===== src/rtl/assert_macros.svh =====
// Assertion macros shared by the RTL of the bank mapper.
`ifndef ASSERT_MACROS_SVH
`define ASSERT_MACROS_SVH

// Checks a property on every rising clock edge outside reset.
`define ASSERT_CLK(label, prop, msg) \
  label: assert property (@(posedge clk_i) disable iff (!rst_ni) (prop)) else $error(msg);

// Checks that a condition never holds outside reset.
`define ASSERT_NEVER(label, cond, msg) \
  label: assert property (@(posedge clk_i) disable iff (!rst_ni) !(cond)) else $error(msg);

`endif


===== src/rtl/slbm_pkg.sv =====
// Package with the item types and codes of the serial loaded bank mapper.
`default_nettype none

package slbm_pkg;

  // Widths of the configuration port.
  localparam int unsigned CfgIdxW  = 2;
  localparam int unsigned CfgDataW = 6;

  // Configuration register indexes.
  localparam logic [CfgIdxW-1:0] CfgPrgCount = 2'd0;
  localparam logic [CfgIdxW-1:0] CfgChrCount = 2'd1;

  // Bus access codes.
  localparam logic [1:0] ActCpuRead  = 2'd0;
  localparam logic [1:0] ActCpuWrite = 2'd1;
  localparam logic [1:0] ActPpuRead  = 2'd2;
  localparam logic [1:0] ActPpuWrite = 2'd3;

  // Targets of a completed serial load, chosen by address bits 14:13.
  localparam logic [1:0] RegControl = 2'd0;
  localparam logic [1:0] RegChrLow  = 2'd1;
  localparam logic [1:0] RegChrHigh = 2'd2;
  localparam logic [1:0] RegPrg     = 2'd3;

  // PRG banking modes held in control bits 3:2.
  localparam logic [1:0] PrgWideA    = 2'd0;
  localparam logic [1:0] PrgWideB    = 2'd1;
  localparam logic [1:0] PrgFixFirst = 2'd2;
  localparam logic [1:0] PrgFixLast  = 2'd3;

  // Serial loader and control reset values.
  localparam logic [4:0] LoadShiftInit = 5'h10;
  localparam logic [4:0] ControlInit   = 5'h1c;
  localparam logic [2:0] LoadBits      = 3'd5;

  // Number of remainder steps, one per bank number bit.
  localparam int unsigned DivSteps = 5;

  typedef struct packed {
    logic [1:0]  action;
    logic [15:0] bus_addr;
    logic [7:0]  write_data;
  } in_item_t;

  typedef struct packed {
    logic        hit;
    logic [18:0] mapped_addr;
    logic [1:0]  mirror_mode;
  } out_item_t;

  typedef enum logic [2:0] {
    StIdle = 3'b001,
    StCalc = 3'b010,
    StDone = 3'b100
  } state_e;

endpackage

`default_nettype wire


===== src/rtl/serial_loaded_bank_mapper.sv =====
// Top level of the serial loaded bank mapper: sequencer, bank registers and remainder unit.
//
// Each accepted item is one bus access and yields exactly one result item.
// The item is decoded in the cycle it is accepted, then a shared compare and
// subtract unit reduces the selected 5-bit bank number modulo the configured
// bank count, one bit per cycle. The result is valid once the last step is
// done and is held until taken; the next item is accepted in the cycle after
// the result is taken, so no new item is accepted while one is in flight.
// CPU writes update the serial loader and bank registers at acceptance, and
// every result carries the mirroring mode after that update. Configuration
// writes are always ready and must only be issued while no item is in flight.
`default_nettype none

`include "assert_macros.svh"

module serial_loaded_bank_mapper (
  input  wire                            clk_i,
  input  wire                            rst_ni,
  input  wire                            in_valid_i,
  output logic                           in_stall_o,
  input  wire  slbm_pkg::in_item_t       in_item_i,
  output logic                           out_valid_o,
  input  wire                            out_stall_i,
  output slbm_pkg::out_item_t            out_item_o,
  input  wire                            cfg_valid_i,
  output logic                           cfg_ready_o,
  input  wire  [slbm_pkg::CfgIdxW-1:0]   cfg_index_i,
  input  wire  [slbm_pkg::CfgDataW-1:0]  cfg_data_i
);

  // Configuration and mapper registers.
  logic [5:0] prg_count_q;
  logic [5:0] chr_count_q;
  logic [4:0] load_shift_q, load_shift_d;
  logic [2:0] load_count_q, load_count_d;
  logic [4:0] control_q, control_d;
  logic [4:0] chr_low_q, chr_low_d;
  logic [4:0] chr_high_q, chr_high_d;
  logic [3:0] prg_sel_q, prg_sel_d;

  // Sequencer and remainder unit registers.
  slbm_pkg::state_e state_q, state_d;
  logic [2:0]  step_q, step_d;
  logic [4:0]  dvd_q, dvd_d;
  logic [6:0]  div_q, div_d;
  logic [6:0]  rem_q, rem_d;
  logic        fixed_q, fixed_d;
  logic [5:0]  fixed_bank_q, fixed_bank_d;
  logic [14:0] offset_q, offset_d;
  logic        chr_q, chr_d;
  logic        hit_q, hit_d;

  logic        in_acc;
  logic        out_acc;
  logic [6:0]  prg_div;
  logic [6:0]  chr_div;
  logic [4:0]  shift_next;
  logic [2:0]  count_next;
  logic [7:0]  trial;
  logic [6:0]  bank;
  logic [20:0] mapped_sum;

  assign in_acc      = in_valid_i && !in_stall_o;
  assign out_acc     = out_valid_o && !out_stall_i;
  assign in_stall_o  = (state_q != slbm_pkg::StIdle);
  assign out_valid_o = (state_q == slbm_pkg::StDone);
  assign cfg_ready_o = 1'b1;

  // Effective divisors: a zero PRG count acts as one, the CHR count is doubled into 4 KiB units.
  assign prg_div = (prg_count_q == 6'd0) ? 7'd1 : {1'b0, prg_count_q};
  assign chr_div = {chr_count_q, 1'b0};

  // Configuration writes; unknown indexes are ignored.
  always_ff @(posedge clk_i or negedge rst_ni) begin
    if (!rst_ni) begin
      prg_count_q <= 6'd1;
      chr_count_q <= 6'd0;
    end else if (cfg_valid_i && cfg_ready_o) begin
      if (cfg_index_i == slbm_pkg::CfgPrgCount) begin
        prg_count_q <= cfg_data_i;
      end else if (cfg_index_i == slbm_pkg::CfgChrCount) begin
        chr_count_q <= cfg_data_i;
      end
    end
  end

  // Serial loader and bank register updates on CPU writes to the upper half.
  assign shift_next = {in_item_i.write_data[0], load_shift_q[4:1]};
  assign count_next = load_count_q + 3'd1;

  always_comb begin
    load_shift_d = load_shift_q;
    load_count_d = load_count_q;
    control_d    = control_q;
    chr_low_d    = chr_low_q;
    chr_high_d   = chr_high_q;
    prg_sel_d    = prg_sel_q;
    if (in_acc && in_item_i.action == slbm_pkg::ActCpuWrite && in_item_i.bus_addr[15]) begin
      if (in_item_i.write_data[7]) begin
        load_shift_d = slbm_pkg::LoadShiftInit;
        load_count_d = 3'd0;
        control_d    = control_q | 5'h0c;
      end else if (count_next == slbm_pkg::LoadBits) begin
        load_shift_d = slbm_pkg::LoadShiftInit;
        load_count_d = 3'd0;
        unique case (in_item_i.bus_addr[14:13])
          slbm_pkg::RegControl: control_d  = shift_next;
          slbm_pkg::RegChrLow:  chr_low_d  = shift_next;
          slbm_pkg::RegChrHigh: chr_high_d = shift_next;
          slbm_pkg::RegPrg:     prg_sel_d  = shift_next[3:0];
          default:              prg_sel_d  = shift_next[3:0];
        endcase
      end else begin
        load_shift_d = shift_next;
        load_count_d = count_next;
      end
    end
  end

  always_ff @(posedge clk_i or negedge rst_ni) begin
    if (!rst_ni) begin
      load_shift_q <= slbm_pkg::LoadShiftInit;
      load_count_q <= 3'd0;
      control_q    <= slbm_pkg::ControlInit;
      chr_low_q    <= 5'd0;
      chr_high_q   <= 5'd0;
      prg_sel_q    <= 4'd0;
    end else begin
      load_shift_q <= load_shift_d;
      load_count_q <= load_count_d;
      control_q    <= control_d;
      chr_low_q    <= chr_low_d;
      chr_high_q   <= chr_high_d;
      prg_sel_q    <= prg_sel_d;
    end
  end

  // One restoring remainder step of the shared compare and subtract unit.
  assign trial = {rem_q, dvd_q[4]};

  // Sequencer: decode at acceptance, five remainder steps, then hold the result.
  always_comb begin
    state_d      = state_q;
    step_d       = step_q;
    dvd_d        = dvd_q;
    div_d        = div_q;
    rem_d        = rem_q;
    fixed_d      = fixed_q;
    fixed_bank_d = fixed_bank_q;
    offset_d     = offset_q;
    chr_d        = chr_q;
    hit_d        = hit_q;
    unique case (state_q)
      slbm_pkg::StIdle: begin
        if (in_acc) begin
          state_d      = slbm_pkg::StCalc;
          step_d       = 3'd0;
          rem_d        = 7'd0;
          dvd_d        = 5'd0;
          div_d        = 7'd1;
          fixed_d      = 1'b1;
          fixed_bank_d = 6'd0;
          offset_d     = 15'd0;
          chr_d        = 1'b0;
          hit_d        = 1'b0;
          unique case (in_item_i.action)
            slbm_pkg::ActCpuRead: begin
              if (in_item_i.bus_addr[15]) begin
                hit_d = 1'b1;
                div_d = prg_div;
                unique case (control_q[3:2])
                  slbm_pkg::PrgWideA, slbm_pkg::PrgWideB: begin
                    fixed_d  = 1'b0;
                    dvd_d    = {1'b0, prg_sel_q[3:1], 1'b0};
                    offset_d = in_item_i.bus_addr[14:0];
                  end
                  slbm_pkg::PrgFixFirst: begin
                    fixed_d  = !in_item_i.bus_addr[14];
                    dvd_d    = {1'b0, prg_sel_q};
                    offset_d = {1'b0, in_item_i.bus_addr[13:0]};
                  end
                  default: begin
                    fixed_d      = in_item_i.bus_addr[14];
                    fixed_bank_d = 6'(prg_div - 7'd1);
                    dvd_d        = {1'b0, prg_sel_q};
                    offset_d     = {1'b0, in_item_i.bus_addr[13:0]};
                  end
                endcase
              end
            end
            slbm_pkg::ActCpuWrite: begin
              hit_d = in_item_i.bus_addr[15];
            end
            slbm_pkg::ActPpuRead: begin
              if (in_item_i.bus_addr[15:13] == 3'd0) begin
                hit_d = 1'b1;
                chr_d = 1'b1;
                if (chr_count_q == 6'd0) begin
                  offset_d = {2'd0, in_item_i.bus_addr[12:0]};
                end else if (!control_q[4]) begin
                  fixed_d  = 1'b0;
                  div_d    = chr_div;
                  dvd_d    = {chr_low_q[4:1], 1'b0};
                  offset_d = {2'd0, in_item_i.bus_addr[12:0]};
                end else begin
                  fixed_d  = 1'b0;
                  div_d    = chr_div;
                  dvd_d    = in_item_i.bus_addr[12] ? chr_high_q : chr_low_q;
                  offset_d = {3'd0, in_item_i.bus_addr[11:0]};
                end
              end
            end
            default: begin
              // Only pattern RAM takes PPU writes, untranslated.
              if (in_item_i.bus_addr[15:13] == 3'd0 && chr_count_q == 6'd0) begin
                hit_d    = 1'b1;
                chr_d    = 1'b1;
                offset_d = {2'd0, in_item_i.bus_addr[12:0]};
              end
            end
          endcase
        end
      end
      slbm_pkg::StCalc: begin
        rem_d  = (trial >= {1'b0, div_q}) ? 7'(trial - {1'b0, div_q}) : trial[6:0];
        dvd_d  = {dvd_q[3:0], 1'b0};
        step_d = step_q + 3'd1;
        if (step_q == 3'(slbm_pkg::DivSteps - 1)) begin
          state_d = slbm_pkg::StDone;
        end
      end
      slbm_pkg::StDone: begin
        if (out_acc) begin
          state_d = slbm_pkg::StIdle;
        end
      end
      default: begin
        state_d = slbm_pkg::StIdle;
      end
    endcase
  end

  always_ff @(posedge clk_i or negedge rst_ni) begin
    if (!rst_ni) begin
      state_q <= slbm_pkg::StIdle;
      step_q  <= 3'd0;
    end else begin
      state_q <= state_d;
      step_q  <= step_d;
    end
  end

  // Datapath registers of the item in flight.
  always_ff @(posedge clk_i) begin
    dvd_q        <= dvd_d;
    div_q        <= div_d;
    rem_q        <= rem_d;
    fixed_q      <= fixed_d;
    fixed_bank_q <= fixed_bank_d;
    offset_q     <= offset_d;
    chr_q        <= chr_d;
    hit_q        <= hit_d;
  end

  // Result assembly: bank times unit size plus offset, wrapped to 19 bits.
  assign bank       = fixed_q ? {1'b0, fixed_bank_q} : rem_q;
  assign mapped_sum = (chr_q ? {2'd0, bank, 12'd0} : {bank, 14'd0}) + {6'd0, offset_q};

  assign out_item_o.hit         = hit_q;
  assign out_item_o.mapped_addr = mapped_sum[18:0];
  assign out_item_o.mirror_mode = control_q[1:0];

  // Checks on the sequencer and the remainder unit.
  `ASSERT_CLK(a_no_accept_with_result, out_valid_o |-> in_stall_o, "item taken past result")
  `ASSERT_CLK(a_accept_starts_calc, in_acc |=> state_q == slbm_pkg::StCalc, "item not started")
  `ASSERT_CLK(a_rem_below_div, state_q != slbm_pkg::StIdle |-> rem_q < div_q, "rem not reduced")
  `ASSERT_NEVER(a_load_count_range, load_count_q >= slbm_pkg::LoadBits, "loader overran")

endmodule

`default_nettype wire


===== config.mk =====
export PLATFORM = sky130hd
export DESIGN_NAME = serial_loaded_bank_mapper
export DESIGN_NICKNAME = d
export VERILOG_FILES = /design/src/rtl/slbm_pkg.sv /design/src/rtl/serial_loaded_bank_mapper.sv
export VERILOG_INCLUDE_DIRS = /design/src /design/src/rtl
export SDC_FILE = /design/constraint.sdc
export NUM_CORES = 1
export LEC_CHECK = 0
export ABC_CLOCK_PERIOD_IN_PS = 6600
export BUFFER_PORTS_ARGS = -buffer_cell sky130_fd_sc_hd__buf_2
export CAP_MARGIN = 20
export CORE_MARGIN = 10
export CORE_UTILIZATION = 62
export DETAILED_ROUTE_END_ITERATION = 12
export HOLD_SLACK_MARGIN = 0.05
export MAX_ROUTING_LAYER = met4
export PLACE_DENSITY = 0.85
export SLEW_MARGIN = 20
export SYNTH_ARGS = -nofsm -noshare
export SYNTH_HDL_FRONTEND = slang
export SYNTH_SLANG_ARGS = --single-unit

===== constraint.sdc =====
create_clock -name clk_i -period 6.6 [get_ports clk_i]
set_input_delay 0.66 -clock clk_i [delete_from_list [all_inputs] [get_ports clk_i]]
set_output_delay 0.66 -clock clk_i [all_outputs]
set_load 0.02 [all_outputs]

======== Word level (Yosys, flattened, before mapping) ========
Cells that the tools add are included.
storage, ports and cells
  flip-flop bits (word level) ............. 88
  input bits .............................. 39
  output and inout port bits .............. 25
  word-level logic and storage cells ...... 126
operators by class
  $add $sub $neg .......................... 5
  $lt $le $gt $ge ......................... 1
  equality and inequality tests ........... 17
  multiplexer cells ....................... 49
  bitwise operators ....................... 4
  reduce and logical (&&, ||, !) cells .... 31
operators with widths
  kind                   number
  $mux W13               4
  $pmux W15 S3           1
  $mux W5                7
  $mux W7                5
  $mux W15               2
  $pmux W7 S2            2
  $pmux W5 S2            2
  $add A19 B15 Y19       1
  $mux W19               1
  $mux W3                6
  $mux W4                4
  $reduce_and A4 Y1      4
  $logic_not A6 Y1       2
  $mux W6                2
  $eq A3 B3 Y1 const B   3
  $pmux W3 S3            1
  $reduce_and A3 Y1      3
  $eq A2 B1 Y1 const B   4
  $eq A2 B2 Y1 const B   4
  $ge A8 B7 Y1           1
  $logic_not A2 Y1       4
  $mux W1                7
  $sub A7 B7 Y7          1
  $add A3 B1 Y3 const B  2
  17 further kinds       34

======== Logic depth before layout (Yosys ltp) ========
Gate-level depths: netlist of the first run.
  word-level depth ........................ 7
  mapped depth ............................ 10
  mapped depth without buffers ............ 9

======== Worst setup path after synthesis of the first run ========
No wires, ideal clock.
  path type ............................... register to output
  from .................................... reg fixed_q
  to ...................................... out out_item_o[20] in the netlist's numbering
  arrival ................................. 2071 ps
  required time ........................... 5940 ps
  path slack .............................. 3869 ps
  stages on the path, launching flop included .. 11
  buffers on the path ..................... 1
  path through ............................ edfxtp_1 -> buf_2 -> mux2i_1 -> nor2b_1 -> ha_1 -> inv_1 -> fa_1 -> nor2b_1 -> o21ai_0 -> nor2_1 -> xor2_1
RTL lines
  item                    line                              source
  start, declared         serial_loaded_bank_mapper.sv:47   logic fixed_q, fixed_d;
  start signal, assigned  serial_loaded_bank_mapper.sv:258  fixed_q <= fixed_d;
  end, declared           serial_loaded_bank_mapper.sv:24   output slbm_pkg::out_item_t out_item_o,

==> metrics.cfg, run 1 <==
[finish]
final_cell_mix = 56 x buf_2, 43 x edfxtp_1, 38 x dfrtp_1
n_fill_cell = 536
mostFrequentLayoutCell = buf_2
diodes = 0
final_cells = 534
fin_nets = 486
syn_to_final_growth_pct = 10.1
drive_gt1_share_pct = 28.5

[floorplanning]
die_y_um = 106
ioPinCount = 64
dieWidth_um = 106
core.rowCount = 31
dieArea_um2 = 11200
design.core.area_um2 = 7210
start_util_pct = 63.4

[clock_network]
ctsResizeCount = 0
cts_tree = yes
cts_hold_buf = 0
clkSlewWorstSetupHoldPaths_ps = 90
post_cts_buffers = 0
clockBufferDepth = 2
cts_buffers = 9
cts_root_buf = clkbuf_8
clock_latency_ps = 360
clock_sinks = 87
htree_num_levels = 3

[worst_setup_path]
end_kind = output port
path_cells = mux2i_1 -> nor2b_1 -> ha_1 -> inv_1 -> fa_1 -> nor2b_1 -> o21ai_0 -> nor2_1 -> xor2_1 -> buf_2
crit_top_cell = nor2b_1
worstPathArrival_ps = 2610
cp_num_buf_inv = 2
slowest_stage = edfxtp_1
path_delay_family = adder cells
cp-start-kind = register
path_max_fanout = 7
worstPathRequired_ps = 5940
max_stage_delay_ps = 550
criticalPathCategory = reg -> out

[routing]
wl_per_cell_um = 17.3
drc = 0
vias = 3097
wl_um = 9250
drtIter0Drc = 210
ant_nets = 0
via_per_inst = 5.80
firstDrtPassIters = 4

[synth]
synth_nets = 446
synth-edff-count = 43
synth_adder_area_share_pct = 4.98
async_flop_share_pct = 50.6
yosysTopAreaCellShare_pct = 28.2
synth-compound-area-share_pct = 9.87
syn_inst = 390
ys.flop_type = edfxtp_1
synth-seq-cells = 87
syn_area_per_cell_um2 = 11.7
ys_warn_count = 0
yosysSeqAreaShare_pct = 52.4
synth_area_leaders = edfxtp_1 28%, dfrtp_1 21%, mux2_2 7.4%, ha_1 4.1%, dfstp_2 3.4%
synthXorXnorAreaFrac_pct = 1.91
synth_cell_types = 57
muxShareOfSynthArea_pct = 11.0
synth_top_family_by_area = simple AND/OR/NAND/NOR gates
mappedNetlistArea_um2 = 4580
synth-simple-area-share_pct = 14.5
synth_largest_area_cell = edfxtp_1

[sta]
max_slew_margin_pct = 37.5
tightestPinTransition_ps = 938
finalSetupTns_ps = 0
fmax_ghz = 0.306
final.period_utilization_pct = 49.5
slew_violations = 0
period_minus_slack_ps = 3270
rsz0062_at_grt = no
hold_viol = 0
setup_violations = 0
whs_ps = 442
finClkSkew_ps = 11.6

[global_routing]
grt_pass1_vias = 3184
grt_pass1_wl_um = 15200
grt_use_total_pct = 17.1
grt_max_degree = 45
antenna_found_initial = 0
grt_overflow = 0

[status]
status = complete, no violations

[place]
dp.cells = 518
port_buffers = 56
routabilityCongestion = 0.861
dpl.hpwl_um = 6720

[pwr]
p_comb_share_pct = 34.6
swShare_pct = 36.4
peakVddDrop_v = 0.000154
p_per_area_nw_per_um2 = 371
pwr-share-clk_pct = 21.8
leakagePower_nw = 2.19
p_sw_mw = 0.680
internal-power_mw = 1.19
seqPwrFrac_pct = 43.6

[worst_hold_path]
hold_path.class = in -> reg

[job]
drv_cap = 0

state kept, by name (all words and copies together), names as in the netlist, 3 cells and up:
name,flops
offset_q,15
chr_count_q,6
chr_high_q,5
load_count_q,3
chr_low_q,5
dvd_q,5
div_q,7
rem_q,7
load_shift_q,4
prg_sel_q,4
state_q,3
control_q,5
step_q,3
fixed_bank_q,6
prg_count_q,6
cells by family (layout without fill, tap and decap cells):
group,count (synthesis),after routing
AND/OR/NAND/NOR,115,115
flip-flops,87,87
AO/OA/AOI/OAI,69,69
buffers and inverters,47,92
multiplexers,44,44
adder cells (fa/ha/maj),17,17
XOR/XNOR,10,10
other,1,1
power by group through the flow:
stage               combinational, mW  sequential [mW]  clock, mW
detailed placement              0.639            0.820          0
global placement                0.612            0.812          0
floorplan                       0.512            0.784          0
global route                    0.723            0.827      0.435
CTS                             0.650            0.811      0.413
finish                          0.647            0.813      0.407
per-layer routing:
metal / part of all wire [%] / GRT usage [%]
met4: 2.2 / 6.96
met3: 5.2 / 4.71
met5: 0 / -
met1: 41 / 19.3
met2: 52 / 28.4
area by class of cell:
cell class	count	area (um2)	area share, %
Timing Repair Buffer	56	280	5.56
Sequential cell	87	2400	47.6
Inverter	20	75.1	1.49
Clock inverter	7	97.6	1.94
Multi-Input combinational cell	256	1940	38.5
Tap cell	99	124	2.46
Clock buffer	9	124	2.46
through the flow:
stage,setup slack [ps],utilization (%),instance area (um2),power [mW]
6_report,3330,69.9,5040,1.87
5_1_grt,3160,69.9,5040,1.98
4_1_cts,3270,69.8,5040,1.87
3_5_place_dp,3690,66.8,4820,1.46
3_3_place_gp,3790,66.8,4820,1.42
2_1_floorplan,3870,-,4580,1.30
worst register-to-register path: cells and delay by family, from the launching register on:
kind            cells  cell delay, ps
compound gates      3             850
fa+ha+maj           2             590
buf+inv             2             150
flops               1             380
simple gates        2             400
final timing paths:
kind                         startpoint             end  slack, ps  depth (start not counted)
setup / recovery                fixed_q  out_item_o[20]       3330                         10
hold / removal              out_stall_i      state_q[0]        440                          2
setup reg to reg               dvd_q[4]        rem_q[2]       3960                          9
hold reg to reg            chr_low_q[1]    chr_low_q[1]        510                          1
max in group asynchronous        rst_ni      state_q[2]       5580                          1
min in group asynchronous        rst_ni       step_q[0]        450                          1
Yosys cell counts (2+ instances only):
cell,instances
nor2_1,25
nor2b_1,20
nor3b_1,4
o22a_1,5
o22ai_1,2
mux2i_1,12
nand3b_2,2
buf_4,16
o21a_1,2
a21boi_0,2
or2_2,3
inv_1,20
mux2_2,30
nand3b_1,6
a31oi_1,2
and2_1,2
a22o_1,8
fa_1,2
ha_1,15
and3_1,2
dfrtp_1,38
buf_2,2
o31ai_1,3
nand4_1,2
a2bb2oi_1,3
dfstp_2,6
edfxtp_1,43
mux4_2,2
o21ai_0,17
xor2_1,4
nor3_1,4
nand3_1,8
a21o_1,3
a21oi_1,17
clkbuf_1,8
nand2_1,21
or3_1,4
xnor2_1,6
Power figures use the tool's default switching activity.
==> run 2: changes to the inputs <==
--- a/config.mk
+++ b/config.mk
@@ -6,15 +6,15 @@
 export SDC_FILE = /design/constraint.sdc
 export NUM_CORES = 1
 export LEC_CHECK = 0
-export ABC_CLOCK_PERIOD_IN_PS = 6600
+export ABC_CLOCK_PERIOD_IN_PS = 3100
 export BUFFER_PORTS_ARGS = -buffer_cell sky130_fd_sc_hd__buf_2
 export CAP_MARGIN = 20
 export CORE_MARGIN = 10
-export CORE_UTILIZATION = 62
+export CORE_UTILIZATION = 58
 export DETAILED_ROUTE_END_ITERATION = 12
 export HOLD_SLACK_MARGIN = 0.05
 export MAX_ROUTING_LAYER = met4
-export PLACE_DENSITY = 0.85
+export PLACE_DENSITY = 0.81
 export SLEW_MARGIN = 20
 export SYNTH_ARGS = -nofsm -noshare
 export SYNTH_HDL_FRONTEND = slang
==> constraint.sdc (replaced) <==
create_clock -name clk_i -period 3.1 [get_ports clk_i]
set_input_delay 0.31 -clock clk_i [delete_from_list [all_inputs] [get_ports clk_i]]
set_output_delay 0.31 -clock clk_i [all_outputs]
set_load 0.02 [all_outputs]
==> run 2 against run 1 <==
  * First-iteration DRC count unchanged
  * Sequential cell count unchanged
  * Worst setup slack got worse by 3000 ps
  * Total power increased by 100%
  * Critical path depth unchanged
  * Utilization decreased by 4.3 points
  * Combinational power increased by 110%
  * Critical path type unchanged
  * Critical endpoint is now out_item_o[19]
==> metrics.cfg, run 2 (synthesis gave the netlist of run 1 again) <==
[finish]
diodes = 0
final_util_pct = 65.5
reg_top3 = offset_q: 15 flops, div_q: 7 flops, rem_q: 7 flops
design_area_um2 = 5040
mostFrequentLayoutCell = buf_2
drive_gt1_share_pct = 29.1
syn_to_final_growth_pct = 10.1
top_register = offset_q
final_cell_mix = 56 x buf_2, 43 x edfxtp_1, 38 x dfrtp_1
fin_nets = 491
largest_reg_flops = 15

[global_routing]
grt_overflow = 0
grt_pass1_vias = 3100
grt_use_total_pct = 15.5
antenna_found_initial = 0
grt_pass1_wl_um = 14400
grt_max_degree = 45

[routing]
drc = 0
drtIter0Drc = 210
via_per_inst = 5.62
firstDrtPassIters = 4
wl_per_cell_um = 16.1
wl_um = 8730
ant_nets = 0
vias = 3045

[sta]
setup_violations = 0
setup_slack_ps = 282
max_slew_margin_pct = 35.7
tightestPinTransition_ps = 964
fmax_ghz = 0.355
finalSetupTns_ps = 0
rsz0062_at_grt = no
final.period_utilization_pct = 90.9
slew_violations = 0
hold_viol = 0
period_minus_slack_ps = 2820
finClkSkew_ps = 15.9

[clock_network]
cts_root_buf = clkbuf_8
cts_hold_buf = 0
cts_tree = yes
clock_sinks = 87
clkSlewWorstSetupHoldPaths_ps = 100
clockBufferDepth = 2
htree_num_levels = 3
clock_latency_ps = 360
cts_buffers = 9

[floorplanning]
ioPinCount = 64
dieArea_um2 = 11800
design.core.area_um2 = 7690
dieWidth_um = 109
core.rowCount = 32
start_util_pct = 59.5
die_y_um = 109

[pwr]
leakagePower_nw = 2.20
peakVddDrop_v = 0.000480
p_per_area_nw_per_um2 = 755
power.total_mw = 3.81

[worst_setup_path]
end_kind = output port
path_max_fanout = 5
worstPathRequired_ps = 2790
worstPathArrival_ps = 2510
cp-start-kind = register
criticalPathCategory = reg -> out

[place]
dpl.hpwl_um = 6630
routabilityCongestion = 0.853
pre_cts_ws_ps = 582
port_buffers = 56
post_dp_cell_area_um2 = 4840

[job]
drv_cap = 0

[status]
status = complete, no violations

[worst_hold_path]
hold_path.class = in -> reg

run 2: cell count changes in the layout (fill, tap and decap cells not counted), sizes merged:
cell,change
clkinv,+1
bufinv,-2
inv,+2
clkinvlp,-1
buf,+5
run 2: critical path, cell delays in order, from the launching register on:
cell,delay [ps]
edfxtp_1,460
buf_4,170
mux2_2,330
nand2_1,110
inv_1,50
ha_1,270
a21o_1,160
a21oi_1,220
nor2_1,80
xor2_1,120
buf_2,180
run 2: power by group:
part,total (mW),switching [mW],internal [mW]
Combinational,1.37,0.824,0.549
Clock,0.714,0.415,0.299
Sequential,1.72,0.185,1.53
run 2: what timing repair did:
item                       4_1_cts  5_1_grt
setup buffers                    0        2
gates resized for setup          0        0
setup endpoints to repair        0        1
run 2: per-layer routing:
| layer | vias up | share of wire, % | track usage [%] |
|---|---|---|---|
| li1 | 1482 | - | - |
| met1 | 1478 | 42 | 18.0 |
| met2 | 74 | 52 | 25.7 |
| met3 | 11 | 4.9 | 4.01 |
| met4 | 0 | 1.1 | 4.90 |
| met5 | - | 0 | - |
run 2: through the flow:
stage          instances  hold WS (ps)
2_1_floorplan        390          14.4
3_3_place_gp         524           469
3_5_place_dp         524           470
4_1_cts              540          80.1
5_1_grt              542          84.0
6_report             542          84.6
run 2: final timing paths:
| check | start | endpoint | slack (ps) | cells after the start |
|---|---|---|---|---|
| max reg2reg | dvd_q[4] | rem_q[2] | 540 | 9 |
| min reg2reg | control_q[0] | control_q[0] | 510 | 1 |
| min | out_stall_i | state_q[0] | 80 | 2 |
| max in group asynchronous | rst_ni | step_q[2] | 2390 | 1 |
| min in group asynchronous | rst_ni | prg_sel_q[1] | 110 | 1 |
| max | fixed_q | out_item_o[19] | 280 | 10 |
run 2: final cells by class:
cell class,instances,area [um2]
Timing Repair Buffer,61,318
Clock inverter,7,56.3
Tap cell,102,128
Sequential cell,87,2400
Fill cell,602,2650
Multi-Input combinational cell,256,1940
Clock buffer,9,124
Inverter,20,75.1
==> run 3: changes to the inputs <==
==> constraint.sdc (replaced) <==
create_clock -name clk_i -period 3.1 [get_ports clk_i]
set_input_delay 0.155 -clock clk_i [delete_from_list [all_inputs] [get_ports clk_i]]
set_output_delay 0.155 -clock clk_i [all_outputs]
set_load 0.02 [all_outputs]
==> run 3 against run 2 <==
  * Global-route usage grew 1.2 points
  * Via count grew 1.4%
  * Critical path depth is the same
  * Critical endpoint is now out_item_o[20]
  * Largest power group unchanged
  * Highest routed layer unchanged
==> metrics.cfg, run 3 (synthesis gave the netlist of run 1 again) <==
[status]
status = complete, no violations

[routing]
firstDrtPassIters = 4
via_per_inst = 5.63
vias = 3089
drc = 0
wl_per_cell_um = 16.7
ant_nets = 0
drtIter0Drc = 159
wl_um = 9150

[worst_setup_path]
cp_num_buf_inv = 2
path_max_fanout = 7
slowest_stage = edfxtp_1
max_stage_delay_ps = 550
end_kind = output port
worstPathArrival_ps = 2590
path_delay_family = adder cells
crit_top_cell = nor2b_1
path_cells = mux2i_1 -> nor2b_1 -> ha_1 -> inv_1 -> fa_1 -> nor2b_1 -> o21ai_0 -> nor2_1 -> xor2_1 -> buf_2
cp-start-kind = register
criticalPathCategory = reg -> out
worstPathRequired_ps = 2940

[pwr]
swShare_pct = 35.4
pwr-share-clk_pct = 23.9
peakVddDrop_v = 0.000408
power.total_mw = 4.07
internal-power_mw = 2.63
p_comb_share_pct = 33.9
p_per_area_nw_per_um2 = 786
leakagePower_nw = 2.26
p_sw_mw = 1.44
seqPwrFrac_pct = 42.2

[sta]
finClkSkew_ps = 13.4
fmax_ghz = 0.365
rsz0062_at_grt = no
hold_viol = 0
setup_violations = 0
period_minus_slack_ps = 2740
finalSetupTns_ps = 0
whs_ps = 67.3
slew_violations = 0
final.period_utilization_pct = 88.4
max_slew_margin_pct = 36.3
tightestPinTransition_ps = 956

[clock_network]
clock_sinks = 87
cts_tree = yes
clkSlewWorstSetupHoldPaths_ps = 100
post_cts_buffers = 0
cts_buffers = 9
htree_num_levels = 3
clock_latency_ps = 370
cts_root_buf = clkbuf_8
clockBufferDepth = 2

[global_routing]
grt_overflow = 0
grt_pass1_wl_um = 15200
grt_max_degree = 45
grt_use_total_pct = 16.6
antenna_found_initial = 0
grt_pass1_vias = 3208

[job]
drv_cap = 0

[floorplanning]
die_y_um = 109
dieArea_um2 = 11800
design.core.area_um2 = 7690
start_util_pct = 59.5
dieWidth_um = 109
ioPinCount = 64
core.rowCount = 32

[finish]
reg_top3 = offset_q: 15 flops, div_q: 7 flops, rem_q: 7 flops
fin_nets = 498
syn_to_final_growth_pct = 13.2
top_register = offset_q
final_cell_mix = 56 x buf_2, 43 x edfxtp_1, 38 x dfrtp_1
diodes = 0
largest_reg_flops = 15
drive_gt1_share_pct = 28.2
mostFrequentLayoutCell = buf_2
design_area_um2 = 5180

[place]
port_buffers = 56
post_dp_cell_area_um2 = 4840
routabilityCongestion = 0.844
dpl.hpwl_um = 6810

[worst_hold_path]
hold_path.class = in -> reg

[run 3: stage by stage]
stage	setup slack (ps)	cells	util, %
floorplan	817	390	-
global placement	695	524	63.0
detailed placement	560	524	63.0
CTS	331	548	67.3
global route	110	549	67.4
finish	359	549	67.4
[run 3: routing by layer]
layer | vias up | track usage, % | routed length, um
li1 | 1500 | - | -
met1 | 1522 | 18.5 | 3780
met2 | 56 | 28.4 | 4830
met3 | 11 | 3.66 | 435
met4 | 0 | 6.69 | 109
met5 | - | - | 0
[run 3: cell type report]
class | instances | area [um2]
multi-input cells | 256 | 1940
clock inverters | 7 | 125
inverters | 20 | 75.1
well taps | 102 | 128
repair buffers | 68 | 393
clock buffers | 9 | 124
flip-flops and latches | 87 | 2400
fillers | 588 | 2510
[run 3: power by group through the flow]
stage,Sequential (mW),Clock (mW),Combinational [mW]
after floorplan,1.67,0,1.09
after CTS,1.72,0.983,1.39
after global routing,1.75,1.03,1.56
after global placement,1.73,0,1.31
after detailed placement,1.74,0,1.37
final,1.72,0.972,1.38
[run 3: worst register-to-register path: stages, from the launching register on]
cell	delay (ps)
edfxtp_1	370
inv_1	80
ha_1	170
inv_1	60
fa_1	400
a21o_1	180
a21oi_1	400
a31oi_1	330
nor3_1	320
nor3_1	90
[run 3: path summary, 6_finish.rpt]
check                         startpoint             end  slack, ps  depth (start not counted)
setup / recovery                 fixed_q  out_item_o[20]        360                         10
hold / removal             in_item_i[10]     offset_q[2]         70                          2
max in group asynchronous         rst_ni    control_q[0]       2030                          2
min in group asynchronous         rst_ni  chr_count_q[3]        480                          2
hold reg to reg             chr_low_q[3]    chr_low_q[3]        510                          1
setup reg to reg                dvd_q[4]        rem_q[2]        440                          9
[run 3: what timing repair did]
action | CTS | global route
hold buffers | 8 | 1
hold endpoints to repair | 50 | 1
resized for setup | 0 | 0
